$ cat src/hw/rtl/fpcs_pkg.sv
// Shared constants and register codes for the field peak-center smoother.
`default_nettype none
package fpcs_pkg;

  localparam int SAMPLE_BITS_DEF = 10;
  localparam int FRAC_BITS_DEF   = 8;
  localparam int TICK_W          = 32;

  localparam int CFG_DATA_W = 32;
  localparam int CFG_ADDR_W = 3;
  localparam int CFG_IDX_W  = CFG_ADDR_W - 2;

  typedef enum logic [CFG_IDX_W-1:0] {
    REG_TRACKING_ENABLE = 1'b0
  } reg_idx_t;

endpackage
`default_nettype wire

$ cat src/hw/rtl/fpcs_if.sv
// Request channels of the field peak-center smoother: tick input and result output.
`default_nettype none
interface fpcs_in_if #(
  parameter int SAMPLE_BITS = fpcs_pkg::SAMPLE_BITS_DEF
);
  logic                   valid;
  logic                   ready;
  logic [SAMPLE_BITS-1:0] sample;
  logic                   read_ok;

  modport source (output valid, output sample, output read_ok, input ready);
  modport sink   (input valid, input sample, input read_ok, output ready);
endinterface

interface fpcs_out_if #(
  parameter int SAMPLE_BITS = fpcs_pkg::SAMPLE_BITS_DEF,
  parameter int FRAC_BITS   = fpcs_pkg::FRAC_BITS_DEF
);
  localparam int FILT_W  = SAMPLE_BITS + FRAC_BITS + 1;
  localparam int LEVEL_W = SAMPLE_BITS + 1;

  logic                            valid;
  logic                            ready;
  logic signed [FILT_W-1:0]        filtered_field;
  logic [LEVEL_W-1:0]              center_level;
  logic signed [LEVEL_W-1:0]       peak_max;
  logic [LEVEL_W-1:0]              peak_min;
  logic                            filter_loaded;
  logic [fpcs_pkg::TICK_W-1:0]     elapsed_ticks;

  modport source (output valid, output filtered_field, output center_level,
                  output peak_max, output peak_min, output filter_loaded,
                  output elapsed_ticks, input ready);
  modport sink   (input valid, input filtered_field, input center_level,
                  input peak_max, input peak_min, input filter_loaded,
                  input elapsed_ticks, output ready);
endinterface
`default_nettype wire

$ cat src/hw/rtl/fpcs_regs.sv
// APB-style configuration register file (tracking enable).
`default_nettype none
module fpcs_regs (
  input  wire logic                            clk,
  input  wire logic                            rst_n,
  input  wire logic                            psel,
  input  wire logic                            penable,
  input  wire logic                            pwrite,
  input  wire logic [fpcs_pkg::CFG_ADDR_W-1:0] paddr,
  input  wire logic [fpcs_pkg::CFG_DATA_W-1:0] pwdata,
  output logic      [fpcs_pkg::CFG_DATA_W-1:0] prdata,
  output logic                                 pready,
  output logic                                 tracking_enable
);

  fpcs_pkg::reg_idx_t reg_idx;
  logic               wr_en;
  logic               tracking_r;
  logic               tracking_nxt;

  assign reg_idx = fpcs_pkg::reg_idx_t'(paddr[fpcs_pkg::CFG_ADDR_W-1:2]);
  assign wr_en   = psel && penable && pwrite;
  assign pready  = 1'b1;

  always_comb begin
    tracking_nxt = tracking_r;
    prdata       = '0;
    unique case (reg_idx)
      fpcs_pkg::REG_TRACKING_ENABLE: begin
        prdata[0] = tracking_r;
        if (wr_en) begin
          tracking_nxt = pwdata[0];
        end
      end
      default: begin
        prdata = '0;
      end
    endcase
  end

  always_ff @(posedge clk) begin
    if (!rst_n) begin
      tracking_r <= 1'b0;
    end else begin
      tracking_r <= tracking_nxt;
    end
  end

  assign tracking_enable = tracking_r;

endmodule
`default_nettype wire

$ cat src/hw/rtl/field_peak_center_smoother.sv
// Field peak-center smoother: min/max center removal and 3/4 exponential smoothing.
// A request goes through the input register, then the state/result registers; the state
// update is a single pass between them. Throughput: one request per cycle unless stalled.
// Results are the state registers themselves; they hold while the output is stalled.
// Reset (rst_n, synchronous): filter 0, not loaded, max -1, min 2^SAMPLE_BITS, center 0,
// tick count 0, tracking off, both channels empty.
`default_nettype none
module field_peak_center_smoother #(
  parameter int SAMPLE_BITS = fpcs_pkg::SAMPLE_BITS_DEF,
  parameter int FRAC_BITS   = fpcs_pkg::FRAC_BITS_DEF
) (
  input  wire logic                            clk,
  input  wire logic                            rst_n,
  fpcs_in_if.sink                              in_ch,
  fpcs_out_if.source                           out_ch,
  input  wire logic                            psel,
  input  wire logic                            penable,
  input  wire logic                            pwrite,
  input  wire logic [fpcs_pkg::CFG_ADDR_W-1:0] paddr,
  input  wire logic [fpcs_pkg::CFG_DATA_W-1:0] pwdata,
  output logic      [fpcs_pkg::CFG_DATA_W-1:0] prdata,
  output logic                                 pready
);

  localparam int FILT_W  = SAMPLE_BITS + FRAC_BITS + 1;
  localparam int LEVEL_W = SAMPLE_BITS + 1;
  localparam int DIFF_W  = SAMPLE_BITS + 2;
  localparam int ACC_W   = FILT_W + 2;

  logic tracking_enable;

  fpcs_regs u_regs (
    .clk             (clk),
    .rst_n           (rst_n),
    .psel            (psel),
    .penable         (penable),
    .pwrite          (pwrite),
    .paddr           (paddr),
    .pwdata          (pwdata),
    .prdata          (prdata),
    .pready          (pready),
    .tracking_enable (tracking_enable)
  );

  // input stage
  logic                   s1_valid_r;
  logic [SAMPLE_BITS-1:0] s1_sample_r;
  logic                   s1_ok_r;
  logic                   out_valid_r;
  logic                   advance;
  logic                   in_fire;

  assign advance     = s1_valid_r && (!out_valid_r || out_ch.ready);
  assign in_ch.ready = !s1_valid_r || advance;
  assign in_fire     = in_ch.valid && in_ch.ready;

  always_ff @(posedge clk) begin
    if (!rst_n) begin
      s1_valid_r <= 1'b0;
    end else if (in_fire) begin
      s1_valid_r <= 1'b1;
    end else if (advance) begin
      s1_valid_r <= 1'b0;
    end
  end

  always_ff @(posedge clk) begin
    if (in_fire) begin
      s1_sample_r <= in_ch.sample;
      s1_ok_r     <= in_ch.read_ok;
    end
  end

  // field state, doubles as the result register
  logic signed [FILT_W-1:0]      filt_r,    filt_nxt;
  logic                          loaded_r,  loaded_nxt;
  logic signed [LEVEL_W-1:0]     max_r,     max_nxt;
  logic [LEVEL_W-1:0]            min_r,     min_nxt;
  logic [LEVEL_W-1:0]            center_r,  center_nxt;
  logic [fpcs_pkg::TICK_W-1:0]   tick_r,    tick_nxt;

  logic signed [LEVEL_W-1:0]     sample_s;
  logic signed [LEVEL_W-1:0]     max_upd;
  logic [LEVEL_W-1:0]            min_upd;
  logic [LEVEL_W:0]              center_sum;
  logic signed [DIFF_W-1:0]      diff;
  logic signed [FILT_W-1:0]      x_val;
  logic signed [ACC_W-1:0]       filt_ext;
  logic signed [ACC_W-1:0]       x_ext;
  logic signed [ACC_W-1:0]       acc;
  logic signed [ACC_W-1:0]       acc_q;

  always_comb begin
    sample_s = $signed({1'b0, s1_sample_r});
    max_upd  = (sample_s > max_r) ? sample_s : max_r;
    min_upd  = ({1'b0, s1_sample_r} < min_r) ? {1'b0, s1_sample_r} : min_r;
    // the updated max is never negative, since it is at least the zero-extended sample
    center_sum = {max_upd[LEVEL_W-1], max_upd} + {1'b0, min_upd};

    max_nxt    = max_r;
    min_nxt    = min_r;
    center_nxt = center_r;
    filt_nxt   = filt_r;
    loaded_nxt = loaded_r;
    tick_nxt   = tick_r + fpcs_pkg::TICK_W'(1);

    if (s1_ok_r) begin
      if (tracking_enable) begin
        max_nxt    = max_upd;
        min_nxt    = min_upd;
        center_nxt = center_sum[LEVEL_W-1:0];
      end else begin
        max_nxt = '1;
        min_nxt = LEVEL_W'(1) << SAMPLE_BITS;
      end
    end

    // offset in half counts, scaled to FRAC_BITS fractional bits
    diff  = $signed({1'b0, s1_sample_r, 1'b0}) - $signed({1'b0, center_nxt});
    x_val = $signed({diff, {(FRAC_BITS-1){1'b0}}});

    filt_ext = {{2{filt_r[FILT_W-1]}}, filt_r};
    x_ext    = {{2{x_val[FILT_W-1]}}, x_val};
    acc      = (filt_ext <<< 1) + filt_ext + x_ext;
    acc_q    = acc >>> 2;

    if (s1_ok_r) begin
      loaded_nxt = 1'b1;
      filt_nxt   = loaded_r ? acc_q[FILT_W-1:0] : x_val;
    end
  end

  always_ff @(posedge clk) begin
    if (!rst_n) begin
      out_valid_r <= 1'b0;
      filt_r      <= '0;
      loaded_r    <= 1'b0;
      max_r       <= '1;
      min_r       <= LEVEL_W'(1) << SAMPLE_BITS;
      center_r    <= '0;
      tick_r      <= '0;
    end else begin
      if (advance) begin
        out_valid_r <= 1'b1;
        filt_r      <= filt_nxt;
        loaded_r    <= loaded_nxt;
        max_r       <= max_nxt;
        min_r       <= min_nxt;
        center_r    <= center_nxt;
        tick_r      <= tick_nxt;
      end else if (out_ch.ready) begin
        out_valid_r <= 1'b0;
      end
    end
  end

  assign out_ch.valid          = out_valid_r;
  assign out_ch.filtered_field = filt_r;
  assign out_ch.center_level   = center_r;
  assign out_ch.peak_max       = max_r;
  assign out_ch.peak_min       = min_r;
  assign out_ch.filter_loaded  = loaded_r;
  assign out_ch.elapsed_ticks  = tick_r;

endmodule
`default_nettype wire
$ cat src/flat_wrapper.sv
// flat-port wrapper written by rule: the top's interface ports become plain ports
module field_peak_center_smoother_flat 
#(
  parameter int SAMPLE_BITS = fpcs_pkg::SAMPLE_BITS_DEF,
  parameter int FRAC_BITS   = fpcs_pkg::FRAC_BITS_DEF
)
  (clk, rst_n, psel, penable, pwrite, paddr, pwdata, prdata, pready, in_ch_valid, in_ch_sample, in_ch_read_ok, in_ch_ready, out_ch_valid, out_ch_filtered_field, out_ch_center_level, out_ch_peak_max, out_ch_peak_min, out_ch_filter_loaded, out_ch_elapsed_ticks, out_ch_ready);
  fpcs_in_if #(.SAMPLE_BITS(SAMPLE_BITS)) in_ch_i ();
  fpcs_out_if #(.SAMPLE_BITS(SAMPLE_BITS), .FRAC_BITS(FRAC_BITS)) out_ch_i ();
  input  wire logic clk;
  input  wire logic rst_n;
  input  wire logic psel;
  input  wire logic penable;
  input  wire logic pwrite;
  input  wire logic [fpcs_pkg::CFG_ADDR_W-1:0] paddr;
  input  wire logic [fpcs_pkg::CFG_DATA_W-1:0] pwdata;
  output logic      [fpcs_pkg::CFG_DATA_W-1:0] prdata;
  output logic pready;
  input wire logic [$bits(in_ch_i.valid)-1:0] in_ch_valid;
  input wire logic [$bits(in_ch_i.sample)-1:0] in_ch_sample;
  input wire logic [$bits(in_ch_i.read_ok)-1:0] in_ch_read_ok;
  output wire logic [$bits(in_ch_i.ready)-1:0] in_ch_ready;
  output wire logic [$bits(out_ch_i.valid)-1:0] out_ch_valid;
  output wire logic [$bits(out_ch_i.filtered_field)-1:0] out_ch_filtered_field;
  output wire logic [$bits(out_ch_i.center_level)-1:0] out_ch_center_level;
  output wire logic [$bits(out_ch_i.peak_max)-1:0] out_ch_peak_max;
  output wire logic [$bits(out_ch_i.peak_min)-1:0] out_ch_peak_min;
  output wire logic [$bits(out_ch_i.filter_loaded)-1:0] out_ch_filter_loaded;
  output wire logic [$bits(out_ch_i.elapsed_ticks)-1:0] out_ch_elapsed_ticks;
  input wire logic [$bits(out_ch_i.ready)-1:0] out_ch_ready;
  assign in_ch_i.valid = in_ch_valid;
  assign in_ch_i.sample = in_ch_sample;
  assign in_ch_i.read_ok = in_ch_read_ok;
  assign in_ch_ready = in_ch_i.ready;
  assign out_ch_valid = out_ch_i.valid;
  assign out_ch_filtered_field = out_ch_i.filtered_field;
  assign out_ch_center_level = out_ch_i.center_level;
  assign out_ch_peak_max = out_ch_i.peak_max;
  assign out_ch_peak_min = out_ch_i.peak_min;
  assign out_ch_filter_loaded = out_ch_i.filter_loaded;
  assign out_ch_elapsed_ticks = out_ch_i.elapsed_ticks;
  assign out_ch_i.ready = out_ch_ready;
  field_peak_center_smoother #(.SAMPLE_BITS(SAMPLE_BITS), .FRAC_BITS(FRAC_BITS)) u_core (.clk(clk), .rst_n(rst_n), .in_ch(in_ch_i), .out_ch(out_ch_i), .psel(psel), .penable(penable), .pwrite(pwrite), .paddr(paddr), .pwdata(pwdata), .prdata(prdata), .pready(pready));
endmodule
$ cat config.mk
export PLATFORM = sky130hd
export DESIGN_NAME = field_peak_center_smoother_flat
export DESIGN_NICKNAME = d
export VERILOG_FILES = /design/src/hw/rtl/fpcs_pkg.sv /design/src/hw/rtl/fpcs_if.sv /design/src/hw/rtl/fpcs_regs.sv /design/src/hw/rtl/field_peak_center_smoother.sv /design/src/flat_wrapper.sv
export SDC_FILE = /design/constraint.sdc
export NUM_CORES = 1
export LEC_CHECK = 0
export ABC_AREA = 1
export BUFFER_PORTS_ARGS = -buffer_cell sky130_fd_sc_hd__clkbuf_2
export CAP_MARGIN = 20
export CELL_PAD_IN_SITES_DETAIL_PLACEMENT = 0
export CELL_PAD_IN_SITES_GLOBAL_PLACEMENT = 1
export CORE_UTILIZATION = 35
export CTS_CLUSTER_DIAMETER = 100
export DETAILED_ROUTE_END_ITERATION = 10
export HOLD_SLACK_MARGIN = 0.02
export PLACE_DENSITY_LB_ADDON = 0.3
export SETUP_SLACK_MARGIN = 0.2
export SLEW_MARGIN = 40
export SYNTH_ARGS = -nofsm -noshare
export SYNTH_HDL_FRONTEND = slang
export SYNTH_HIERARCHICAL = 1
export SYNTH_SLANG_ARGS = --single-unit
$ cat constraint.sdc
create_clock -name clk -period 6.2 [get_ports clk]
set_input_delay 0 -clock clk [delete_from_list [all_inputs] [get_ports clk]]
set_output_delay 0 -clock clk [all_outputs]
set_load 0.005 [all_outputs]
==> results of run 1 <==
-- cell usage after synthesis, types with 7 or more instances --
| cell type | number |
|---|---|
| o211ai_1 | 10 |
| nand4_1 | 16 |
| nand2_1 | 211 |
| nand2_2 | 18 |
| a21oi_1 | 104 |
| ha_1 | 62 |
| buf_4 | 32 |
| fa_1 | 15 |
| clkbuf_1 | 20 |
| xnor2_1 | 7 |
| edfxtp_1 | 11 |
| nand3_2 | 8 |
| xor2_1 | 12 |
| dfxtp_1 | 88 |
| nor3_1 | 13 |
| nand3_1 | 46 |
| nor2_1 | 43 |
| inv_1 | 146 |
| o21ai_0 | 83 |
-- logic make-up after synthesis --
kind of cell	share of synthesized area, %
and+or+nand+nor	25.5
AOI/OAI and AO/OA	16.4
other	0.102
buffers and inverters	12.5
xor gates and xnor gates	2.48
DFF	28.4
adders and majority gates	14.6
-- sequential cells by signal, summed over array words and instances (netlist names), 10 cells and up --
register / count
u_core/out_ch.peak_min: 11
u_core/out_ch.center_level: 11
u_core/out_ch.peak_max: 11
u_core/out_ch.filtered_field: 19
u_core/s1_sample_r: 10
u_core/out_ch.elapsed_ticks: 32
-- path summary, 6_finish.rpt --
path                                       to  slack, ns  depth (start not counted)
max          u_core/out_ch.filtered_field[17]       0.22                         38
min           u_core/out_ch.elapsed_ticks[10]       0.19                          3
max reg2reg  u_core/out_ch.filtered_field[17]       0.22                         38
min reg2reg   u_core/out_ch.elapsed_ticks[30]       0.46                          1
-- per-stage QoR --
stage               setup slack [ns]  utilization (%)  hold WS [ns]  TNS [ns]  cells
floorplan                      0.256                -        0.0311         0   1055
global placement              0.0580             41.2         0.180         0   1432
detailed placement            0.0561             41.3         0.179         0   1432
CTS                            0.190             44.1         0.182         0   1470
global route                  -0.168             48.2         0.218    -0.510   1501
finish                         0.221             48.2         0.186         0   1501
-- final cells by class --
type	instances	area, um^2	share of cell area (%)
clock inverter	6	52.6	0.534
timing repair buffer	214	1440	14.7
multi-input combinational	746	5090	51.8
inverter	156	586	5.95
clock buffer	10	229	2.33
tap	270	338	3.43
sequential	99	2090	21.3
-- report_power, final --
part | switching [mW] | internal, mW
clock | 0.296 | 0.283
combinational | 0.298 | 0.253
sequential | 0.0180 | 0.663
total | 0.611 | 1.20
-- critical path: cells and delay by family (launching register included) --
family,cells,cell delay [ns]
flip-flops,1,0.43
AND/OR/NAND/NOR,17,1.51
AO/OA/AOI/OAI,11,1.38
XOR/XNOR,2,0.31
adder cells (fa/ha/maj),6,1.97
buffers and inverters,2,0.32
-- metal layers --
layer	track usage [%]	part of all wire (%)	vias up
li1	-	-	3725
met1	25.3	47	3351
met2	31.5	47	158
met3	3.73	4.8	33
met4	6.29	2.0	0
met5	0	0	-
-- timing repair --
action,CTS,global route
cloned,0,1
hold buffers,17,0
setup endpoints to repair,4,7
setup buffers,5,30
pin swaps,5,82
resized for setup,17,131
hold endpoints to repair,14,0
==> metrics.md, run 1 <==
| Metric | Value |
|---|---|
| Syn. warnings | `6` |
| Pwr dens | `184 nW/um^2` |
| Layout cell share with drive strength beyond 1 | `30.1%` |
| Final layout net count | `1,356` |
| Port Buffers | `107` |
| Most common cell after layout, fill and taps aside | `nand2_1` |
| Crit Reg-Reg Startpoint | `u_core/s1_sample_r[8]` |
| Worst clock skew | `0.0130 ns` |
| Crit path launch | `u_core/s1_sample_r[8]` |
| Final setup fails | `0` |
| Number of buffers created by CTS | `9` |
| Chip Width | `147 um` |
| Initial core utilization | `36.1%` |
| Post-synth top area cell | `dfxtp_1` |
| Synthesized cell area | `7370 um^2` |
| H-tree levels | `3` |
| Drt pass-1 iters | `5` |
| Hold_sp | `rst_n` |
| DP HPWL | `15,200 um` |
| Status | `complete, no violations` |
| Diode count | `0` |
| Post-route cell area | `9840 um^2` |
| First-pass GRT wire length | `33,200 um` |
| Vias per cell | `4.84` |
| Area of the core | `20,400 um^2` |
| Top cell type's share of synthesized area | `23.9%` |
| Max-Cap Viols | `0` |
| Longest Clk Path Bufs | `2` |
| Flops & latches, synth | `99` |
| Number of global-route vias before repair | `6,719` |
| Crit end category | `flop` |
| Max Fclk | `167 MHz` |
| Commonest cells after routing, fill and taps aside | `190 x nand2_1, 141 x inv_1, 106 x clkbuf_2` |
| Top post-synthesis cells by area | `dfxtp_1 24%, nand2_1 11%, ha_1 11%` |
| WP data required | `6.49 ns` |
| Pleak | `4.49 nW` |
| Fillers | `2,082` |
| DR DRC count | `0` |
| WL per Instance | `14.2 um` |
| Area growth from synthesis to layout | `33.4%` |
| Peak VDD IR | `0.117 mV` |
| GRT Total Usage | `19.2%` |
| Slew headroom | `48.0%` |
| Row cnt | `52` |
| Final min period | `5.98 ns` |
| Clk sinks | `99` |
| I/O Pins | `173` |
| Avg Inst Size Synth | `7.19 um^2` |
| Final worst path period share | `96.4%` |
| Largest net degree at the start of global routing | `38` |
| Clk slew on worst S/H paths | `0.08 ns` |
| Die height | `147 um` |
| Hold Path Class | `input port to flop` |
| Final Wtd Congestion | `0.815` |
| Post-synth EDFFs | `11` |
| DP Area | `8430 um^2` |
| Root buffer cell | `clkbuf_16` |
| Worst EP arrival | `6.27 ns` |
| GRT Residual Overflow | `0` |
| TritonCTS clock tree | `yes` |
| Detail Route Antenna Nets | `0` |
| Worst slew pin tran | `0.778 ns` |
| Yosys cell types | `54` |
| Die area | `21,700 um^2` |
| Crit path largest cell delay | `0.59 ns` |
| Tot Pwr | `1.81 mW` |
| First DRT Iteration DRCs | `377` |
| CP Max Fanout | `5` |
| Synth Flop Type | `dfxtp_1` |
| Final hold vios | `0` |
| Skew-Pair Late Insertion Delay | `0.37 ns` |
| Routed wire length | `21,300 um` |
| Cell count after synthesis | `1,025` |
| RSZ-0062 raised after global routing | `yes` |
| Sequential fraction of the synthesis area | `28.4%` |
| Startpoint types | `flop` |
| Crit path max-delay cell type | `fa_1` |
| Crit Path Category | `flop to flop` |
| Async S/R FF share, synth | `0%` |
| Initial antenna violation count | `0` |
| Final Max Slew Viols | `0` |
| Routed vias | `7,267` |
No activity file was read; power rests on OpenSTA's default activity.
==> run 2, diff against run 1 <==
--- a/config.mk
+++ b/config.mk
@@ -10,6 +10,7 @@
 export CAP_MARGIN = 20
 export CELL_PAD_IN_SITES_DETAIL_PLACEMENT = 0
 export CELL_PAD_IN_SITES_GLOBAL_PLACEMENT = 1
+export CORE_ASPECT_RATIO = 0.8
 export CORE_UTILIZATION = 35
 export CTS_CLUSTER_DIAMETER = 100
 export DETAILED_ROUTE_END_ITERATION = 10
==> run 2 against run 1 <==
Effect of this change: the run now ends with DRC left; largest cell class unchanged; highest routed layer unchanged; total power up 1.0%; critical path depth is 2 lower; die area is essentially flat.
==> metrics.md, run 2 (synthesis results as in run 1) <==
| Metric | Value |
|---|---|
| Status | `finished, violations left` |
| Failing checks | `DRC` |
| DR DRC count | `2 (+2)` |
| Hold Path Class | `input port to flop` |
| Final Wtd Congestion | `0.795 (-2.4%)` |
| Slew headroom | `47.3% (-0.67 points)` |
| Pre-CTS setup slack | `-0.117 ns (-0.173 ns)` |
| Peak VDD IR | `0.126 mV (+8.4%)` |
| First-pass GRT wire length | `33,100 um (-0.38%)` |
| DP HPWL | `15,300 um (+0.32%)` |
| Tot Pwr | `1.83 mW (+1.0%)` |
| RSZ-0062 raised after global routing | `yes` |
| First DRT Iteration DRCs | `347 (-8.0%)` |
| Register Area | `2090 um^2 (-0.12%)` |
| Number of global-route vias before repair | `6,575 (-2.1%)` |
| Final hold vios | `0 (unchanged)` |
| H-tree levels | `3 (unchanged)` |
| Routed vias | `7,143 (-1.7%)` |
| Final worst path period share | `94.9% (-1.5 points)` |
| Number of buffers created by CTS | `9 (unchanged)` |
| Vias per cell | `4.71 (-2.7%)` |
| Detail Route Antenna Nets | `0 (unchanged)` |
| CP Max Fanout | `6 (+1)` |
| WP data required | `6.49 ns (about the same)` |
| Chip Width | `164 um (+12%)` |
| Diode count | `0 (unchanged)` |
| WL per Instance | `13.9 um (-2.1%)` |
| Clk slew on worst S/H paths | `0.08 ns (about the same)` |
| Max Fclk | `170 MHz (+1.6%)` |
| Largest register FFs | `32 (unchanged)` |
| Startpoint types | `flop` |
| Commonest cells after routing, fill and taps aside | `187 x nand2_1, 142 x inv_1, 106 x clkbuf_2` |
| Worst setup margin | `0.313 ns (+0.0916 ns)` |
| Longest Clk Path Bufs | `2 (unchanged)` |
| Initial core utilization | `35.7% (-0.37 points)` |
| Inst Count DP | `1,454 (+1.5%)` |
| Die height | `132 um (-10%)` |
| Largest net degree at the start of global routing | `38 (unchanged)` |
| Worst slew pin tran | `0.788 ns (+0.00997 ns)` |
| Area growth from synthesis to layout | `35.8%` |
| Post-route insts no fill | `1,517 (+1.1%)` |
| DP Area | `8600 um^2 (+2.0%)` |
| Skew-Pair Late Insertion Delay | `0.36 ns (about the same)` |
| Pwr dens | `183 nW/um^2 (-0.73%)` |
| R2R cell count | `36 (-5.3%)` |
| Crit path max-delay cell type | `fa_1` |
| Utilization after layout | `48.5% (+0.35 points)` |
| GRT Total Usage | `19.2% (-0.020 points)` |
| Area of the core | `20,600 um^2 (+1.0%)` |
| Final Max Slew Viols | `0 (unchanged)` |
| Port Buffers | `107 (unchanged)` |
| I/O Pins | `173 (unchanged)` |
| Final layout net count | `1,373 (+1.3%)` |
| Post-route cell area | `10,000 um^2 (+1.8%)` |
| Routed wire length | `21,100 um (-1.0%)` |
| GRT Residual Overflow | `0 (unchanged)` |
| TritonCTS clock tree | `yes` |
| Crit end category | `flop` |
| Crit Path Category | `flop to flop` |
| Die area | `21,700 um^2 (about the same)` |
| Multi-input logic area | `5130 um^2 (+0.64%)` |
| Worst clock skew | `0.0118 ns (-0.00119 ns)` |
| Root buffer cell | `clkbuf_16` |
| Final min period | `5.89 ns (-0.0916 ns)` |
| Drt pass-1 iters | `8 (+3)` |
| Hold-critical path depth | `3 (unchanged)` |
| Final setup fails | `0 (unchanged)` |
| Worst EP arrival | `6.17 ns (-0.10 ns)` |
| Most common cell after layout, fill and taps aside | `nand2_1` |
| Crit path largest cell delay | `0.58 ns (about the same)` |
| Max-Cap Viols | `0 (unchanged)` |
| Clk sinks | `99 (unchanged)` |
| Fillers | `2,039 (-2.1%)` |
| Initial antenna violation count | `0 (unchanged)` |
| Pleak | `4.57 nW (+1.7%)` |
| Row cnt | `47 (-9.6%)` |
| Layout cell share with drive strength beyond 1 | `31.4% (+1.3 points)` |
==> run 2: changes by cell type in the layout (fill, tap and decap cells not counted), sizes merged <==
cell / previous run / this run
clkbuf: 118 / 117
inv: 157 / 154
buf: 89 / 106
clkinv: 5 / 9
==> run 2: final cells by class <==
class,instances,share of cell area (%)
Timing Repair Buffer,231,15.7
Tap cell,269,3.36
Inverter,156,5.85
Sequential cell,99,20.9
Multi-Input combinational cell,746,51.2
Clock buffer,9,2.25
Clock inverter,7,0.750
==> run 2: final timing paths <==
kind | from | end | slack, ns
setup / recovery | u_core/s1_sample_r[2] | u_core/out_ch.filtered_field[17] | 0.31
hold reg to reg | u_core/out_ch.elapsed_ticks[30] | u_core/out_ch.elapsed_ticks[30] | 0.49
setup reg to reg | u_core/s1_sample_r[2] | u_core/out_ch.filtered_field[17] | 0.31
hold / removal | rst_n | u_core/out_ch.elapsed_ticks[5] | 0.20
==> run 2: timing repair <==
action / in CTS / in global routing
hold endpoints to repair: 14 / 0
gates cloned: 0 / 1
pin swaps: 33 / 73
endpoints found under the setup margin: 5 / 7
hold buffers: 17 / 0
buffers inserted: 12 / 17
resized for setup: 46 / 105
==> run 2: power breakdown <==
group | switching (mW) | leakage, nW | total [mW] | internal, mW
Clock | 0.300 | 0.147 | 0.585 | 0.285
Sequential | 0.0173 | 0.820 | 0.680 | 0.663
Combinational | 0.294 | 3.60 | 0.563 | 0.269
==> run 2: metal layers <==
metal	vias to the layer above	track usage, %	routed length, um
li1	3760	-	-
met1	3235	27.9	10700
met2	137	29.7	9240
met3	11	3.65	912
met4	0	3.19	158
met5	-	0	0
==> run 2: critical path, delay by kind of cell (launching register included) <==
family,cells,cell delay (ns)
fa+ha+maj,6,2.02
simple gates,15,1.44
compound gates,12,1.42
flops,1,0.47
xor+xnor,2,0.30
buf+inv,1,0.15
==> run 2: through the flow <==
step | hold slack [ns] | setup TNS, ns
2_1_floorplan | 0.0311 | 0
5_1_grt | 0.214 | -0.205
6_report | 0.203 | 0
3_5_place_dp | 0.179 | -0.158
3_3_place_gp | 0.178 | 0
4_1_cts | 0.200 | 0
